$ cat src/rtl/spma_pkg.sv
// ----------------------------------------------------------------------------
// Sparse polynomial merge-add package
// Shared types, opcodes and command/status structs for controller and datapath.
// ----------------------------------------------------------------------------
package spma_pkg;

    localparam int MAX_TERMS_DEF = 32;
    localparam int EXP_W  = 16;
    localparam int COEF_W = 32;

    typedef enum logic [1:0] {
        OP_LOAD_A = 2'd0,
        OP_LOAD_B = 2'd1,
        OP_RUN    = 2'd2,
        OP_CLEAR  = 2'd3
    } op_t;

    // Controller to datapath commands.
    typedef struct packed {
        logic load_a;     // append the input term to store A
        logic load_b;     // append the input term to store B
        logic clear;      // empty both stores
        logic sort_init;  // start the insertion sort of the selected store
        logic sort_sel;   // 0 sorts A, 1 sorts B
        logic sort_step;  // one compare/shift step of the sort
        logic merge_init; // reset merge pointers and the held-term flag
        logic merge_rd;   // register the current heads of both stores
        logic merge_step; // produce the output for the registered heads
        logic out_take;   // the output register was taken downstream
    } spma_cmd_t;

    // Datapath to controller status.
    typedef struct packed {
        logic sort_done;
        logic merge_done; // both pointers have reached their counts
        logic out_full;   // the output register holds an untaken result
    } spma_sts_t;

endpackage

$ cat src/rtl/spma_ctrl.sv
// ----------------------------------------------------------------------------
// Sparse polynomial merge-add controller
// Sequences load, clear, sort and merge commands for the datapath.
// ----------------------------------------------------------------------------
module spma_ctrl (
    input  logic                 aclk,
    input  logic                 aresetn,
    input  logic                 s_valid,
    output logic                 s_ready,
    input  logic [1:0]           s_op,
    input  logic                 m_ready,
    input  logic                 m_valid,
    output spma_pkg::spma_cmd_t  cmd,
    input  spma_pkg::spma_sts_t  sts
);
    import spma_pkg::*;

    typedef enum logic [5:0] {
        ST_IDLE   = 6'b000001,
        ST_SORTA  = 6'b000010,
        ST_SORTB  = 6'b000100,
        ST_MREAD  = 6'b001000,
        ST_MSTEP  = 6'b010000,
        ST_FINAL  = 6'b100000
    } state_t;

    state_t state_reg, state_next;
    logic   accept;
    logic   sel_reg, sel_next;

    assign s_ready = (state_reg == ST_IDLE) && !sts.out_full;
    assign accept  = s_valid && s_ready;

    // Next state and command decode.
    always_comb begin
        state_next = state_reg;
        sel_next   = sel_reg;
        cmd        = '0;
        cmd.out_take = m_valid && m_ready;
        cmd.sort_sel = sel_reg;
        unique case (state_reg)
            ST_IDLE: begin
                if (accept) begin
                    unique case (op_t'(s_op))
                        OP_LOAD_A: cmd.load_a = 1'b1;
                        OP_LOAD_B: cmd.load_b = 1'b1;
                        OP_CLEAR:  cmd.clear  = 1'b1;
                        OP_RUN: begin
                            cmd.sort_init = 1'b1;
                            cmd.sort_sel  = 1'b0;
                            sel_next      = 1'b0;
                            state_next    = ST_SORTA;
                        end
                        default: ;
                    endcase
                end
            end
            ST_SORTA: begin
                if (sts.sort_done) begin
                    cmd.sort_init = 1'b1;
                    cmd.sort_sel  = 1'b1;
                    sel_next      = 1'b1;
                    state_next    = ST_SORTB;
                end else begin
                    cmd.sort_step = 1'b1;
                end
            end
            ST_SORTB: begin
                if (sts.sort_done) begin
                    cmd.merge_init = 1'b1;
                    state_next     = ST_MREAD;
                end else begin
                    cmd.sort_step = 1'b1;
                end
            end
            ST_MREAD: begin
                if (sts.merge_done) begin
                    state_next = ST_FINAL;
                end else begin
                    cmd.merge_rd = 1'b1;
                    state_next   = ST_MSTEP;
                end
            end
            ST_MSTEP: begin
                // Wait for room in the output register before emitting.
                if (!sts.out_full || cmd.out_take) begin
                    cmd.merge_step = 1'b1;
                    state_next     = ST_MREAD;
                end
            end
            ST_FINAL: begin
                // The datapath flushes its held term or the empty marker.
                if (!sts.out_full || cmd.out_take) begin
                    cmd.merge_step = 1'b1;
                    state_next     = ST_IDLE;
                end
            end
            default: state_next = ST_IDLE;
        endcase
    end

    always_ff @(posedge aclk) begin
        if (!aresetn) begin
            state_reg <= ST_IDLE;
            sel_reg   <= 1'b0;
        end else begin
            state_reg <= state_next;
            sel_reg   <= sel_next;
        end
    end

    // A new transaction is never taken while a run is in progress.
    assert property (@(posedge aclk) disable iff (!aresetn)
        (state_reg != ST_IDLE) |-> !s_ready)
        else $error("input accepted during a run");
    // A run always starts by sorting store A.
    assert property (@(posedge aclk) disable iff (!aresetn)
        (accept && s_op == OP_RUN) |=> (state_reg == ST_SORTA))
        else $error("run did not start the sort");
    // The merge only emits while it can place a result.
    assert property (@(posedge aclk) disable iff (!aresetn)
        cmd.merge_step |-> (!sts.out_full || cmd.out_take))
        else $error("merge step with a full output register");

endmodule

$ cat config.mk
export PLATFORM = sky130hd
export DESIGN_NAME = spma_ctrl
export DESIGN_NICKNAME = d
export VERILOG_FILES = /design/src/rtl/spma_pkg.sv /design/src/rtl/spma_ctrl.sv
export SDC_FILE = /design/constraint.sdc
export NUM_CORES = 1
export LEC_CHECK = 0
export ABC_AREA = 0
export BUFFER_PORTS_ARGS = -buffer_cell sky130_fd_sc_hd__buf_2
export CORE_UTILIZATION = 30
export DETAILED_ROUTE_END_ITERATION = 16
export GPL_TIMING_DRIVEN = 1
export SLEW_MARGIN = 15
export SYNTH_ARGS = -nofsm -noshare
export SYNTH_HDL_FRONTEND = slang
export SYNTH_SLANG_ARGS = --single-unit
$ cat constraint.sdc
create_clock -name aclk -period 3 [get_ports aclk]
set_input_delay 0.6 -clock aclk [delete_from_list [all_inputs] [get_ports aclk]]
set_output_delay 0.6 -clock aclk [all_outputs]
set_load 0.01 [all_outputs]
==> metrics.txt <==
outcome finished clean; Max Clock Skew a little over 0.007 ns; crit-path cells nor3b_1 -> nand2_1 -> nor4_1 -> buf_2; setup bufs post-CTS 0; crit share post-route 0.772; Synth Net Count 77; r2r endpoint state_reg[0]$_SDFFE_PN1P_; total track usage 0.136; peak supply drop 0.230 mV; RSZ-0062 raised after global routing false; adder-cell area share of the yosys netlist 0; most instantiated cells after synthesis dfxtp_1, nor2_1, nand2_1, nor3_1; Worst-path clk slew 0.06 ns; final setup fails 0; DRT iter0 DRCs 4; fin. max-slew vios 0; TritonCTS clock tree built; Pwr Density 329 nW/um2; ANT cells 0; Final min period 2.32 ns; ANT nets after route 0; Leak 0.300 nW; dpl hpwl around 920 um; Largest register FFs 6; Yosys cell types 36; CP bufs+invs 1; Final Power 222 uW; top cell type by total area after synthesis dfxtp_1; final instance area 677 um2; final core utilization 0.392; crit end category primary output; Crit Path Category flop to primary output; top post-synthesis cells by area dfxtp_1, xnor2_1, nor2_1; Main synth FF type dfxtp_1; PortBufs 20; htree depth 1; share of cells above drive strength 1 0.360; clk root buf clkbuf_4; GRT Residual Overflow 0; area grow syn2layout 23.5%; FF-to-FF path depth 4; slew margin rel. 0.677; initial core utilization 0.317; row count 15; hold depth 2; Seq/Total Area, Yosys 0.256; EDFF count, synth 0; Worst Setup Start Kind flop; Worst-Skew Late Latency 0.26 ns; Crit Reg-Reg Startpoint state_reg[5]$_SDFFE_PN0P_; synthesized flop and latch total 7; Req. time, crit path 2.40 ns; largest family of logic cells by synthesized area simple AND/OR/NAND/NOR gates; fmax ~0.43 GHz; DIE AREA 2000 um2; vias per inst between 4 and 5; Crit-path slowest cell dfxtp_1; clock sinks 7; end of the worst hold path sel_reg$_SDFFE_PN0P_; Layout fillers roughly 190; DR pass1 iterations 4; GPL Wtd Cong 0.753; share of the synthesized area in the top cell type 0.256; compound-gate portion of the synthesized area 0.167; slowest stage delay, CP 0.52 ns; largest net degree at the start of global routing 10; Synth Area in XOR/XNOR 0.0639; cts bufs inserted 3; CTS max path bufs 2; top-count cell post-synth dfxtp_1; first-pass GRT wire length 1.98 mm; DRC Markers 0; WL per Instance ~11 um; synthesized area per cell 8.18 um2; vias in the first global route 445; Worst path top cell family by delay simple AND/OR/NAND/NOR gates; chip width 44.7 um; PostCTS Resize Cnt 0; CP Data Arrival Time 1.72 ns; hold_buf cts 0; Die H 44.7 um; Hold Crit Class flop to flop; Hold Violations, Final 0; fin nets 97; Core Region approximately 1700 um2; Least-Margin Pin Slew 0.478 ns; mux share of post-synthesis cell area 0; warning count from the yosys run 0; post-synthesis simple-gate area fraction 0.445; initial antenna violation count 0; R2R Setup Slk approximately 1.4 ns; routed vias 548; Worst Hold Launch sel_reg$_SDFFE_PN0P_; Mapped Area 548 um2; Syn Inst Count 67; Setup TNS 0 ns; Hold WS between 0.5 and 0.6 ns; total routed wirelength 1.22 mm; I/O pins 21; Post-synth ARST share 0; Max Cap Viol 0; Cell Area, Placed 649 um2; CP Max Fanout 8
-- cell usage in the layout (no fill, tap or decap), types with 2 or more instances in the layout --
cell and count:
o21ai_0 2, xnor2_1 3, nand3_1 3, nor2_1 6
inv_1 2, nor3_1 4, buf_2 20, o21ai_1 2
nand2_1 5, dfxtp_1 7, nor4b_1 2, nor4_1 3
clkbuf_4 3, nand2b_1 2
-- metal layers --
layer | vias up | part of all wire | global-route usage | routed length (um)
met4 | 0 | 0.0082 | 0.0909 | 10
li1 | 286 | - | - | -
met5 | - | 0 | 0 | 0
met1 | 253 | 0.48 | 0.183 | 588
met2 | 7 | 0.49 | 0.206 | 591
met3 | 2 | 0.022 | 0.0120 | 27
-- power breakdown --
group	internal (mW)	switching, mW	leakage, nW
clock	0.0490	0.0396	0.0177
combinational	0.0159	0.0197	0.226
sequential	0.0945	0.00384	0.0566
-- worst reg2reg max path, cell delays in order (launching register included) --
cell and delay, ns:
dfxtp_1 0.40, or4_4 0.59, nor3_4 0.23, nor2_2 0.10, a41o_1 0.21
-- worst max-delay path by stage --
| stage | from | to | slack (ns) | depth (start not counted) |
|---|---|---|---|---|
| finish | state_reg[0]$_SDFFE_PN1P_ | cmd[9] | 0.68 | 4 |
| CTS | state_reg[0]$_SDFFE_PN1P_ | cmd[8] | 0.68 | 4 |
| global route | state_reg[0]$_SDFFE_PN1P_ | cmd[9] | 0.54 | 4 |
| floorplan | sts[0] | cmd[5] | 1.07 | 3 |
| detailed placement | sts[0] | cmd[5] | 0.72 | 5 |
| global placement | sts[0] | cmd[5] | 0.75 | 5 |
-- kinds of logic (layout without fill, tap and decap cells) --
logic type	after synthesis	in the layout
simple gates	37	37
compound gates	12	12
flops	7	7
buf+inv	7	26
xor+xnor	4	4
-- layout make-up --
class / instances / area [um2] / area share
Clock buffer: 3 / 22.5 / 0.0333
Multi-Input combinational cell: 53 / 370 / 0.547
Timing Repair Buffer: 20 / 100 / 0.148
Tap cell: 25 / 31.3 / 0.0462
Sequential cell: 7 / 140 / 0.207
Inverter: 2 / 7.51 / 0.0111
Clock inverter: 1 / 5.00 / 0.00739
-- stage by stage --
step                setup WS [ns]  std cells
global placement            0.751        107
finish                      0.684        111
CTS                         0.680        111
global route                0.542        111
floorplan                    1.07         67
detailed placement          0.723        107
(Power assumes the default switching activity.)
